File: src/eemp_pkg.sv
`default_nettype none
package eemp_pkg;

    localparam int unsigned BYTE_W     = 8;
    localparam int unsigned NUM_W      = 31;
    localparam int unsigned COUNT_W    = 11;
    localparam int unsigned TOTAL_W    = 13;
    localparam int unsigned RUNE_W     = 21;
    localparam int unsigned KIND_W     = 2;
    localparam int unsigned STATUS_W   = 2;
    localparam int unsigned LEN_W      = 3;
    localparam int unsigned PAYLOAD_W  = 156;
    localparam int unsigned TDATA_W    = 160;

    localparam logic [COUNT_W-1:0] LIMIT_RESET = 11'd256;

    localparam logic [BYTE_W-1:0] CHAR_0       = 8'h30;
    localparam logic [BYTE_W-1:0] CHAR_9       = 8'h39;
    localparam logic [BYTE_W-1:0] CHAR_SPACE   = 8'h20;
    localparam logic [BYTE_W-1:0] CHAR_NEWLINE = 8'h0A;

    localparam logic [NUM_W-1:0]  NUM_MAX  = 31'h7FFF_FFFF;
    localparam logic [RUNE_W-1:0] BAD_RUNE = 21'h00_FFFD;

    localparam logic [KIND_W-1:0] KIND_RUNE  = 2'd0;
    localparam logic [KIND_W-1:0] KIND_EVENT = 2'd1;
    localparam logic [KIND_W-1:0] KIND_ERROR = 2'd2;

    localparam logic [STATUS_W-1:0] ST_OK         = 2'd0;
    localparam logic [STATUS_W-1:0] ST_NUM_SYNTAX = 2'd1;
    localparam logic [STATUS_W-1:0] ST_TOO_LONG   = 2'd2;
    localparam logic [STATUS_W-1:0] ST_NO_NEWLINE = 2'd3;

    // Sequence length implied by a lead byte that is not plain ASCII.
    function automatic logic [LEN_W-1:0] need_of(input logic [BYTE_W-1:0] lead);
        logic [LEN_W-1:0] len;
        if (lead < 8'hE0) begin
            len = 3'd2;
        end else if (lead < 8'hF0) begin
            len = 3'd3;
        end else begin
            len = 3'd4;
        end
        return len;
    endfunction

    function automatic logic is_cont(input logic [BYTE_W-1:0] b);
        return b[7:6] == 2'b10;
    endfunction

    // Decodes a multi-byte sequence; malformed input gives the replacement rune.
    function automatic logic [RUNE_W-1:0] decode(
        input logic [BYTE_W-1:0] c0,
        input logic [BYTE_W-1:0] c1,
        input logic [BYTE_W-1:0] c2,
        input logic [BYTE_W-1:0] c3,
        input logic [LEN_W-1:0]  len
    );
        logic [10:0]       v2;
        logic [15:0]       v3;
        logic [RUNE_W-1:0] v4;
        logic [RUNE_W-1:0] r;
        v2 = {c0[4:0], c1[5:0]};
        v3 = {c0[3:0], c1[5:0], c2[5:0]};
        v4 = {c0[2:0], c1[5:0], c2[5:0], c3[5:0]};
        if (len == 3'd2) begin
            if (!is_cont(c1) || c0 < 8'hC0 || v2 < 11'h080) begin
                r = BAD_RUNE;
            end else begin
                r = {10'd0, v2};
            end
        end else if (len == 3'd3) begin
            if (!is_cont(c1) || !is_cont(c2) || v3 < 16'h0800
                || (v3 >= 16'hD800 && v3 <= 16'hDFFF)) begin
                r = BAD_RUNE;
            end else begin
                r = {5'd0, v3};
            end
        end else begin
            if (!is_cont(c1) || !is_cont(c2) || !is_cont(c3) || c0 >= 8'hF8
                || v4 < 21'h01_0000 || v4 > 21'h10_FFFF) begin
                r = BAD_RUNE;
            end else begin
                r = v4;
            end
        end
        return r;
    endfunction

endpackage
`default_nettype wire

File: src/editor_event_message_parser.sv
`default_nettype none
// Event message parser.
// One byte enters per transfer on the input stream. A message is two tag
// bytes, four space-terminated decimal numbers (start, end, flag, rune count),
// that many UTF-8 runes and a newline. Each completed rune gives one output
// transfer of kind rune with its code point; the newline gives one of kind
// event with the header fields and the byte total; a bad number terminator,
// a rune count above the configured limit or a missing newline gives one of
// kind error, after which the parser expects a new first tag byte.
// The kind travels on tuser, all other fields on tdata.
// A byte is parsed in the cycle it is accepted and its result, if any, is
// registered and presented from the output register. One byte is accepted
// per cycle for as long as the output register is empty or being emptied.
// When the receiver stalls, the held result stays put and input is refused.
// The limit register resets to 256 and may be written while the block is idle.
// Reset clears the output register and returns the parser to the first tag.
module editor_event_message_parser (
    input  wire logic                               i_clk,
    input  wire logic                               i_rst_n,
    input  wire logic                               i_cfg_wr_en,
    input  wire logic [eemp_pkg::COUNT_W-1:0]       i_cfg_wr_data,
    input  wire logic                               i_s_axis_tvalid,
    output logic                                    o_s_axis_tready,
    // tdata: in_byte [7:0]
    input  wire logic [eemp_pkg::BYTE_W-1:0]        i_s_axis_tdata,
    output logic                                    o_m_axis_tvalid,
    input  wire logic                               i_m_axis_tready,
    // tdata: status [1:0], rune_value [22:2], tag_first [30:23],
    // tag_second [38:31], start_pos [69:39], end_pos [100:70],
    // flag_value [131:101], rune_total [142:132], byte_total [155:143],
    // zeros [159:156]
    output logic [eemp_pkg::TDATA_W-1:0]            o_m_axis_tdata,
    // tuser: kind [1:0]
    output logic [eemp_pkg::KIND_W-1:0]             o_m_axis_tuser
);
    import eemp_pkg::*;

    typedef enum logic [2:0] {
        PH_TAG1,
        PH_TAG2,
        PH_START,
        PH_END,
        PH_FLAG,
        PH_COUNT,
        PH_RUNES,
        PH_NEWLINE
    } t_phase;

    t_phase                r_phase, n_phase;
    logic [COUNT_W-1:0]    r_limit;
    logic [BYTE_W-1:0]     r_tag_first, n_tag_first;
    logic [BYTE_W-1:0]     r_tag_second, n_tag_second;
    logic [NUM_W-1:0]      r_start, n_start;
    logic [NUM_W-1:0]      r_end, n_end;
    logic [NUM_W-1:0]      r_flag, n_flag;
    logic [NUM_W-1:0]      r_acc, n_acc;
    logic [COUNT_W-1:0]    r_remaining, n_remaining;
    logic [COUNT_W-1:0]    r_rune_total, n_rune_total;
    logic [TOTAL_W-1:0]    r_bytes_seen, n_bytes_seen;
    logic [BYTE_W-1:0]     r_pend0, r_pend1, r_pend2;
    logic [BYTE_W-1:0]     n_pend0, n_pend1, n_pend2;
    logic [LEN_W-1:0]      r_pend_count, n_pend_count;

    logic                  r_out_valid;
    logic [KIND_W-1:0]     r_out_kind, n_out_kind;
    logic [PAYLOAD_W-1:0]  r_out_data, n_out_data;
    logic                  res_valid;

    logic                  accept;
    logic [BYTE_W-1:0]     in_byte;
    logic [NUM_W+3:0]      acc_x10;
    logic [NUM_W-1:0]      acc_sat;
    logic [LEN_W-1:0]      lead_len;
    logic                  rune_done;
    logic [RUNE_W-1:0]     rune_val;
    logic [LEN_W-1:0]      rune_len;
    logic                  err;
    logic [STATUS_W-1:0]   err_status;
    logic [COUNT_W-1:0]    remaining_dec;

    assign in_byte         = i_s_axis_tdata;
    assign o_s_axis_tready = !r_out_valid || i_m_axis_tready;
    assign accept          = i_s_axis_tvalid && o_s_axis_tready;

    // Multiply by ten as two shifts, then add the digit, which is the low
    // nibble of an ASCII digit; anything past 31 bits saturates.
    assign acc_x10 = ({4'd0, r_acc} << 3) + ({4'd0, r_acc} << 1)
                     + {{NUM_W{1'b0}}, in_byte[3:0]};
    assign acc_sat = (acc_x10[NUM_W+3:NUM_W] != 4'd0) ? NUM_MAX : acc_x10[NUM_W-1:0];

    assign lead_len      = need_of(r_pend0);
    assign remaining_dec = r_remaining - 11'd1;

    always_comb begin
        n_phase      = r_phase;
        n_tag_first  = r_tag_first;
        n_tag_second = r_tag_second;
        n_start      = r_start;
        n_end        = r_end;
        n_flag       = r_flag;
        n_acc        = r_acc;
        n_remaining  = r_remaining;
        n_rune_total = r_rune_total;
        n_bytes_seen = r_bytes_seen;
        n_pend0      = r_pend0;
        n_pend1      = r_pend1;
        n_pend2      = r_pend2;
        n_pend_count = r_pend_count;
        rune_done    = 1'b0;
        rune_val     = '0;
        rune_len     = 3'd1;
        err          = 1'b0;
        err_status   = ST_OK;
        res_valid    = 1'b0;
        n_out_kind   = KIND_RUNE;
        n_out_data   = '0;

        case (r_phase)
            PH_TAG1: begin
                n_tag_first = in_byte;
                n_phase     = PH_TAG2;
            end
            PH_TAG2: begin
                n_tag_second = in_byte;
                n_acc        = '0;
                n_phase      = PH_START;
            end
            PH_START, PH_END, PH_FLAG, PH_COUNT: begin
                if (in_byte inside {[CHAR_0:CHAR_9]}) begin
                    n_acc = acc_sat;
                end else if (in_byte != CHAR_SPACE) begin
                    err        = 1'b1;
                    err_status = ST_NUM_SYNTAX;
                end else if (r_phase == PH_COUNT) begin
                    if (r_acc > {{(NUM_W-COUNT_W){1'b0}}, r_limit}) begin
                        err        = 1'b1;
                        err_status = ST_TOO_LONG;
                    end else begin
                        n_rune_total = r_acc[COUNT_W-1:0];
                        n_remaining  = r_acc[COUNT_W-1:0];
                        n_bytes_seen = '0;
                        n_pend_count = '0;
                        n_phase = (r_acc[COUNT_W-1:0] != '0) ? PH_RUNES : PH_NEWLINE;
                    end
                end else begin
                    case (r_phase)
                        PH_START: n_start = r_acc;
                        PH_END:   n_end   = r_acc;
                        default:  n_flag  = r_acc;
                    endcase
                    n_acc   = '0;
                    n_phase = t_phase'(r_phase + 3'd1);
                end
            end
            PH_RUNES: begin
                if (r_pend_count == 3'd0) begin
                    if (in_byte < 8'h80) begin
                        rune_done = 1'b1;
                        rune_val  = {13'd0, in_byte};
                        rune_len  = 3'd1;
                    end else begin
                        n_pend0      = in_byte;
                        n_pend_count = 3'd1;
                    end
                end else if (r_pend_count + 3'd1 >= lead_len) begin
                    // The current byte completes the sequence as its last byte.
                    rune_done = 1'b1;
                    rune_len  = lead_len;
                    rune_val  = decode(r_pend0,
                                       (lead_len == 3'd2) ? in_byte : r_pend1,
                                       (lead_len == 3'd3) ? in_byte : r_pend2,
                                       in_byte, lead_len);
                end else begin
                    if (r_pend_count == 3'd1) begin
                        n_pend1 = in_byte;
                    end else begin
                        n_pend2 = in_byte;
                    end
                    n_pend_count = r_pend_count + 3'd1;
                end
            end
            PH_NEWLINE: begin
                if (in_byte != CHAR_NEWLINE) begin
                    err        = 1'b1;
                    err_status = ST_NO_NEWLINE;
                end else begin
                    res_valid  = 1'b1;
                    n_out_kind = KIND_EVENT;
                    n_out_data = {r_bytes_seen, r_rune_total, r_flag, r_end, r_start,
                                  r_tag_second, r_tag_first, {RUNE_W{1'b0}}, ST_OK};
                    n_phase    = PH_TAG1;
                end
            end
            default: begin
                n_phase = PH_TAG1;
            end
        endcase

        if (rune_done) begin
            res_valid    = 1'b1;
            n_out_kind   = KIND_RUNE;
            n_out_data   = {{(PAYLOAD_W-RUNE_W-STATUS_W){1'b0}}, rune_val, ST_OK};
            n_bytes_seen = r_bytes_seen + {{(TOTAL_W-LEN_W){1'b0}}, rune_len};
            n_pend_count = '0;
            n_remaining  = remaining_dec;
            if (remaining_dec == '0) begin
                n_phase = PH_NEWLINE;
            end
        end

        if (err) begin
            res_valid    = 1'b1;
            n_out_kind   = KIND_ERROR;
            n_out_data   = {{(PAYLOAD_W-STATUS_W){1'b0}}, err_status};
            n_phase      = PH_TAG1;
            n_pend_count = '0;
        end
    end

    always_ff @(posedge i_clk) begin
        if (!i_rst_n) begin
            r_phase      <= PH_TAG1;
            r_pend_count <= '0;
            r_limit      <= LIMIT_RESET;
            r_out_valid  <= 1'b0;
        end else begin
            if (i_cfg_wr_en) begin
                r_limit <= i_cfg_wr_data;
            end
            if (accept) begin
                r_phase      <= n_phase;
                r_pend_count <= n_pend_count;
                r_out_valid  <= res_valid;
            end else if (i_m_axis_tready) begin
                r_out_valid <= 1'b0;
            end
        end
    end

    // Datapath registers; the parser writes each before it is read.
    always_ff @(posedge i_clk) begin
        if (accept) begin
            r_tag_first  <= n_tag_first;
            r_tag_second <= n_tag_second;
            r_start      <= n_start;
            r_end        <= n_end;
            r_flag       <= n_flag;
            r_acc        <= n_acc;
            r_remaining  <= n_remaining;
            r_rune_total <= n_rune_total;
            r_bytes_seen <= n_bytes_seen;
            r_pend0      <= n_pend0;
            r_pend1      <= n_pend1;
            r_pend2      <= n_pend2;
            if (res_valid) begin
                r_out_kind <= n_out_kind;
                r_out_data <= n_out_data;
            end
        end
    end

    assign o_m_axis_tvalid = r_out_valid;
    assign o_m_axis_tuser  = r_out_kind;
    assign o_m_axis_tdata  = {{(TDATA_W-PAYLOAD_W){1'b0}}, r_out_data};

endmodule
`default_nettype wire

File: config.mk
export PLATFORM = sky130hd
export DESIGN_NAME = editor_event_message_parser
export DESIGN_NICKNAME = d
export VERILOG_FILES = /design/src/eemp_pkg.sv /design/src/editor_event_message_parser.sv
export SDC_FILE = /design/constraint.sdc
export NUM_CORES = 1
export LEC_CHECK = 0
export BUFFER_PORTS_ARGS = -buffer_cell sky130_fd_sc_hd__buf_2
export CAP_MARGIN = 20
export CORE_MARGIN = 2
export CORE_UTILIZATION = 51
export DETAILED_ROUTE_END_ITERATION = 12
export PLACE_DENSITY = 0.71
export SYNTH_ARGS = -nofsm -noshare
export SYNTH_HDL_FRONTEND = slang
export SYNTH_SLANG_ARGS = --single-unit
File: constraint.sdc
create_clock -name i_clk -period 6.51 [get_ports i_clk]
set_input_delay 0.3255 -clock i_clk [delete_from_list [all_inputs] [get_ports i_clk]]
set_output_delay 0.3255 -clock i_clk [all_outputs]
set_load 0.02 [all_outputs]
==> impl_metrics.ini, run 1 <==
[outcome]
outcome = complete, no violations

[timing]
skew_ps = 34.1
fin_tns_setup_ps = 0
tightest_slew_ps = 1050
min_period_ps = 4570
hold_viol_final = 0
finalMaxSlewViolations = 0
max_freq_ghz = 0.219
slew-limit-headroom_pct = 29.8
setup_viol = 0
fin_crit_sh_pct = 70.1
timing.hold.ws_ps = 44.9
rsz0062_at_grt = no

[power_and_ir_drop]
clock_power_share_pct = 40.3
power_frac_comb_pct = 8.9
p_per_area_mw_per_mm2 = 273
p_leak_nw = 7.79
seqPwrFrac_pct = 50.8
p_total_mw = 5.37
switching_share_pct = 24.0
max-vdd-ir-drop_uv = 207
power_switching_mw = 1.29
intPower_mw = 4.08

[critical_path]
cp_max_fo = 82
required_ps = 6640
crit_chain = inv_1 -> nand2_1 -> inv_1 -> ha_1 -> nand2b_1 -> a21o_1 -> a21o_1 -> a21boi_2 -> buf_4 -> o21ai_0 -> o21a_4 -> buf_4
startpoint_type = register
crit_type = register to register
crit_family = buffers and inverters
worst_setup_path_end_kind = register
cp_slowest_cell = buf_4
cp_slowest_stage_delay_ps = 910
crit_buf_inv = 4
arrival_ps = 4700

[logic_synthesis]
synth_top_flop_cell = edfxtp_1
yosys-top-cells-count = 357 x edfxtp_1, 142 x and2_1, 92 x a21oi_1, 90 x ha_1, 74 x nand2_1
synth_edf_count = 357
ys_warn_count = 0
synth_compound_area_share_pct = 9.41
yosysMostFrequentCell = edfxtp_1
syn_inst = 1279
yosys.area_share.simple_pct = 13.1
synth_top_family_by_area = simple AND/OR/NAND/NOR gates
ys_types = 76
yosysTopAreaCellShare_pct = 62.8
yosysTopAreaCell = edfxtp_1
synth_seq_cells = 375
synthXorXnorAreaFrac_pct = 2.21
synth_seq_area_share_pct = 65.0
synthAdderAreaFrac_pct = 6.95
synth_area_mm2 = 0.0171
syn_area_per_cell_um2 = 13.3
synthTopCellsByArea = edfxtp_1 63%, ha_1 6.6%, and2_1 5.2%, a21oi_1 2.7%, dfxtp_1 2.1%
ys_async_sr_fraction_pct = 0
synthMuxAreaShare_pct = 1.12

[worst_hold_path]
hold_class = primary input to register

[drt]
firstDrtPassIters = 5
dr_wl_met2_mm = 16.4
vias = 10834
wl_met3_mm = 2.49
dr.max_layer_used = met5
avgRoutedWirePerCell_um = 18.8
ant_nets = 0
wl_met1_mm = 17.0
vias_per_cell = 5.56
wl_mm = 36.7
drt_iter0_drc = 1041
drc = 0

[cts]
cts_root_buffer = clkbuf_16
ctsHtreeMaxLevel = 2
clockBufferDepth = 3
cts_sinks = 375
cts_tree = built
cts_resized = 0
clk-insertion-delay-late_ps = 550
post_cts.repair.setup_buffers = 0
cts_buffers = 40
cts_hold_buf = 0
clkSlewWorstSetupHoldPaths_ps = 50

[placement]
hpwl_mm = 25.1
portBuffers = 183
postPlaceCellArea_mm2 = 0.0184
place.gp.congestion = 0.920

[grt]
grt_max_degree = 83
grt_pass1_wl_mm = 58.0
grt_use_total_pct = 20.8
antenna_found_initial = 1
grt_overflow = 0
grt_pass1_vias = 10451

[floorplan]
boundaryPins = 188
die_y_um = 187
dieArea_mm2 = 0.0349
initial_core_util_pct = 52.2
placeableCoreArea_mm2 = 0.0327
dieWidth_um = 187
row_count = 66

[final_layout]
finalInstanceArea_mm2 = 0.0197
nets = 1594
drive_gt1_share_pct = 18.2
n_antenna_cell = 0
syn2layout_area_growth_pct = 15.5

[job]
maxCapViolCount = 0
-- metal layers --
metal  track usage (%)  up-vias
met5                 0        -
met4              5.77        2
met3              3.38       66
met2              31.2      421
met1              31.7     5176
li1                  -     5169
-- flip-flops by register name (all words and copies together) (netlist names) --
name and count:
r_end 31, r_limit 11, r_acc 31, o_m_axis_tvalid 1, r_pend0 8, r_pend1 8, r_start 31, r_tag_second 8
r_flag 31, r_pend2 8, r_bytes_seen 13, o_m_axis_tuser 2, r_tag_first 8, r_out_data 156, r_rune_total 11, r_phase 3
r_remaining 11, r_pend_count 3
-- final timing paths --
path	startpoint	to	slack [ps]	depth (start not counted)
min	i_cfg_wr_data[10]	r_limit[10]	40	3
max reg2reg	r_pend0[4]	r_out_data[81]	1940	12
max	r_pend0[4]	r_out_data[81]	1940	12
min reg2reg	r_flag[22]	r_out_data[123]	480	1
-- power groups by stage --
stage	logic (mW)	clock network, mW	registers (mW)
detailed placement	0.471	0	2.78
global route	0.530	2.30	2.73
floorplan	0.339	0	2.78
CTS	0.473	2.20	2.73
finish	0.478	2.17	2.73
global placement	0.469	0	2.78
-- area by class of cell --
cell class	count	area (um^2)
Clock buffer	49	1030
Clock inverter	24	225
Fill cell	2604	13000
Inverter	40	150
Multi-Input combinational cell	823	5640
Sequential cell	375	11100
Tap cell	442	553
Timing Repair Buffer	197	1020
-- through the flow --
stage	cells	worst slack, ps	util (%)
after floorplan	1282	569	-
after global placement	1877	2130	56.4
after detailed placement	1877	2000	56.4
after CTS	1950	1960	60.2
after global routing	1950	1640	60.2
final	1950	1940	60.2
-- logic make-up after synthesis --
kind of cell	count (synthesis)
adder cells (fa/ha/maj)	93
AND/OR/NAND/NOR	412
flip-flops	375
multiplexers	19
AO/OA/AOI/OAI	252
other	1
buffers and inverters	84
XOR/XNOR	43
-- tightest hold or removal path, cell delays in order --
cell and delay (ps):
buf_2 70, mux2i_1 50, nor2b_1 90
-- placed cells by master, fill, tap and decap left out, types with 21 or more instances in the layout --
master	Yosys	routed
a21o_1	28	28
xor2_1	21	21
ha_1	90	90
nand2_1	74	74
buf_2	2	183
and2_1	142	142
a21oi_1	92	91
inv_1	40	40
clkbuf_16	0	40
xnor2_1	22	22
nor2_1	63	62
nand3_1	24	24
edfxtp_1	357	357
o21ai_0	48	48
(Power assumes the default switching activity.)
==> inputs of run 2 (changes only) <==
--- a/config.mk
+++ b/config.mk
@@ -10,7 +10,7 @@
 export CORE_MARGIN = 2
 export CORE_UTILIZATION = 51
 export DETAILED_ROUTE_END_ITERATION = 12
-export PLACE_DENSITY = 0.71
+export PLACE_DENSITY = 0.74
 export SYNTH_ARGS = -nofsm -noshare
 export SYNTH_HDL_FRONTEND = slang
 export SYNTH_SLANG_ARGS = --single-unit
==> constraint.sdc (replaced) <==
create_clock -name i_clk -period 3.9 [get_ports i_clk]
set_input_delay 0.195 -clock i_clk [delete_from_list [all_inputs] [get_ports i_clk]]
set_output_delay 0.195 -clock i_clk [all_outputs]
set_load 0.02 [all_outputs]
==> impl_metrics.ini, run 2 (synthesis gave the netlist of run 1 again) <==
[power_and_ir_drop]
p_total_mw = 9.15
max-vdd-ir-drop_uv = 280
p_leak_nw = 8.06
p_per_area_mw_per_mm2 = 453

[floorplan]
dieArea_mm2 = 0.0349
placeableCoreArea_mm2 = 0.0327
row_count = 66
initial_core_util_pct = 52.2
boundaryPins = 188
dieWidth_um = 187
die_y_um = 187

[critical_path]
worst_setup_path_end_kind = register
cp_max_fo = 13
required_ps = 4140
startpoint_type = register
crit_type = register to register
arrival_ps = 3990

[cts]
cts_buffers = 38
ctsHtreeMaxLevel = 2
clockBufferDepth = 3
cts_sinks = 375
cts_root_buffer = clkbuf_16
clkSlewWorstSetupHoldPaths_ps = 60
cts_tree = built
clk-insertion-delay-late_ps = 530

[placement]
place.gp.congestion = 0.923
hpwl_mm = 26.2
placedCellCount = 1905
portBuffers = 183

[timing]
slew-limit-headroom_pct = 52.8
fin_crit_sh_pct = 96.1
setup_viol = 0
fin_tns_setup_ps = 0
skew_ps = 23.7
max_freq_ghz = 0.267
min_period_ps = 3750
hold_viol_final = 0
tightest_slew_ps = 706
finalMaxSlewViolations = 0

[grt]
antenna_found_initial = 0
grt_overflow = 0
grt_pass1_wl_mm = 60.2
grt_max_degree = 109
grt_use_total_pct = 21.8
grt_pass1_vias = 10821

[final_layout]
layout_commonest_cell = edfxtp_1
fillerInstances = 2532
drive_gt1_share_pct = 20.5
register_area_mm2 = 0.0111
finalNonFillerCells = 1994
largest_register_ffs = 156
syn2layout_area_growth_pct = 18.4
nets = 1640
regMostFlops = r_out_data
multi_input_area_mm2 = 0.00565
final_cell_mix = 357 x edfxtp_1, 184 x buf_2, 142 x and2_1
n_antenna_cell = 0

[drt]
drc = 0
firstDrtPassIters = 6
vias = 11177
vias_per_cell = 5.61
avgRoutedWirePerCell_um = 19.2
wl_mm = 38.3
ant_nets = 0
drt_iter0_drc = 1093

[job]
maxCapViolCount = 0

[outcome]
outcome = complete, no violations

[worst_hold_path]
hold_class = primary input to register
run 2: cell type report:
class	count	area share, %
multi-input cells	823	28.0
well taps	442	2.74
flip-flops and latches	375	54.8
clock buffers	46	4.96
inverters	40	0.743
clock inverters	23	1.42
repair buffers	245	7.32
run 2: worst paths after layout:
| kind | depth (start not counted) | slack (ps) | startpoint | endpoint |
|---|---|---|---|---|
| worst max-delay path | 12 | 150 | r_acc[2] | r_acc[16] |
| worst min-delay path | 1 | 20 | i_s_axis_tdata[2] | r_tag_first[2] |
| worst max register to register | 12 | 150 | r_acc[2] | r_acc[16] |
| worst min register to register | 1 | 510 | r_start[11] | r_out_data[50] |
run 2: stage by stage:
step	area, um^2	util, %	hold slack [ps]	setup slack, ps
after global placement	18700	57.2	431	225
after CTS	20100	61.5	9.51	52.3
after global routing	20200	61.8	11.6	-25.4
after floorplan	17100	-	294	302
after detailed placement	18700	57.2	429	79.8
final	20200	61.8	15.5	150
run 2: routing by layer:
metal / global-route usage, % / share of wire (%) / up-vias
met5: 0 / 0 / -
met4: 4.82 / 1.5 / 0
met3: 3.70 / 7.8 / 44
met2: 33.9 / 46 / 486
met1: 32.2 / 45 / 5389
li1: - / - / 5258
run 2: repair_timing:
item                                    in CTS  in global routing
resized for setup                            0                 10
buffers inserted                             0                  7
endpoints found under the setup margin       0                 34
hold endpoints to repair                    11                  1
hold buffers                                11                  1
run 2: report_power, final:
part           switching, mW  internal (mW)  leakage (nW)  total, mW
Sequential            0.0643           4.47          3.61       4.54
Combinational          0.549          0.337          3.81      0.886
Clock                   1.49           2.24         0.629       3.73
Total                   2.10           7.05          8.06       9.15
run 2: worst max-delay path, cell delays in order, from the launching register on:
cell and delay [ps]:
edfxtp_1 410, fa_1 530, fa_1 470, a21o_1 200, a221o_1 390, a32oi_2 260, a21oi_2 130, a31oi_2 240
o211ai_1 140, a211oi_2 260, buf_4 190, buf_6 150, a21oi_1 80
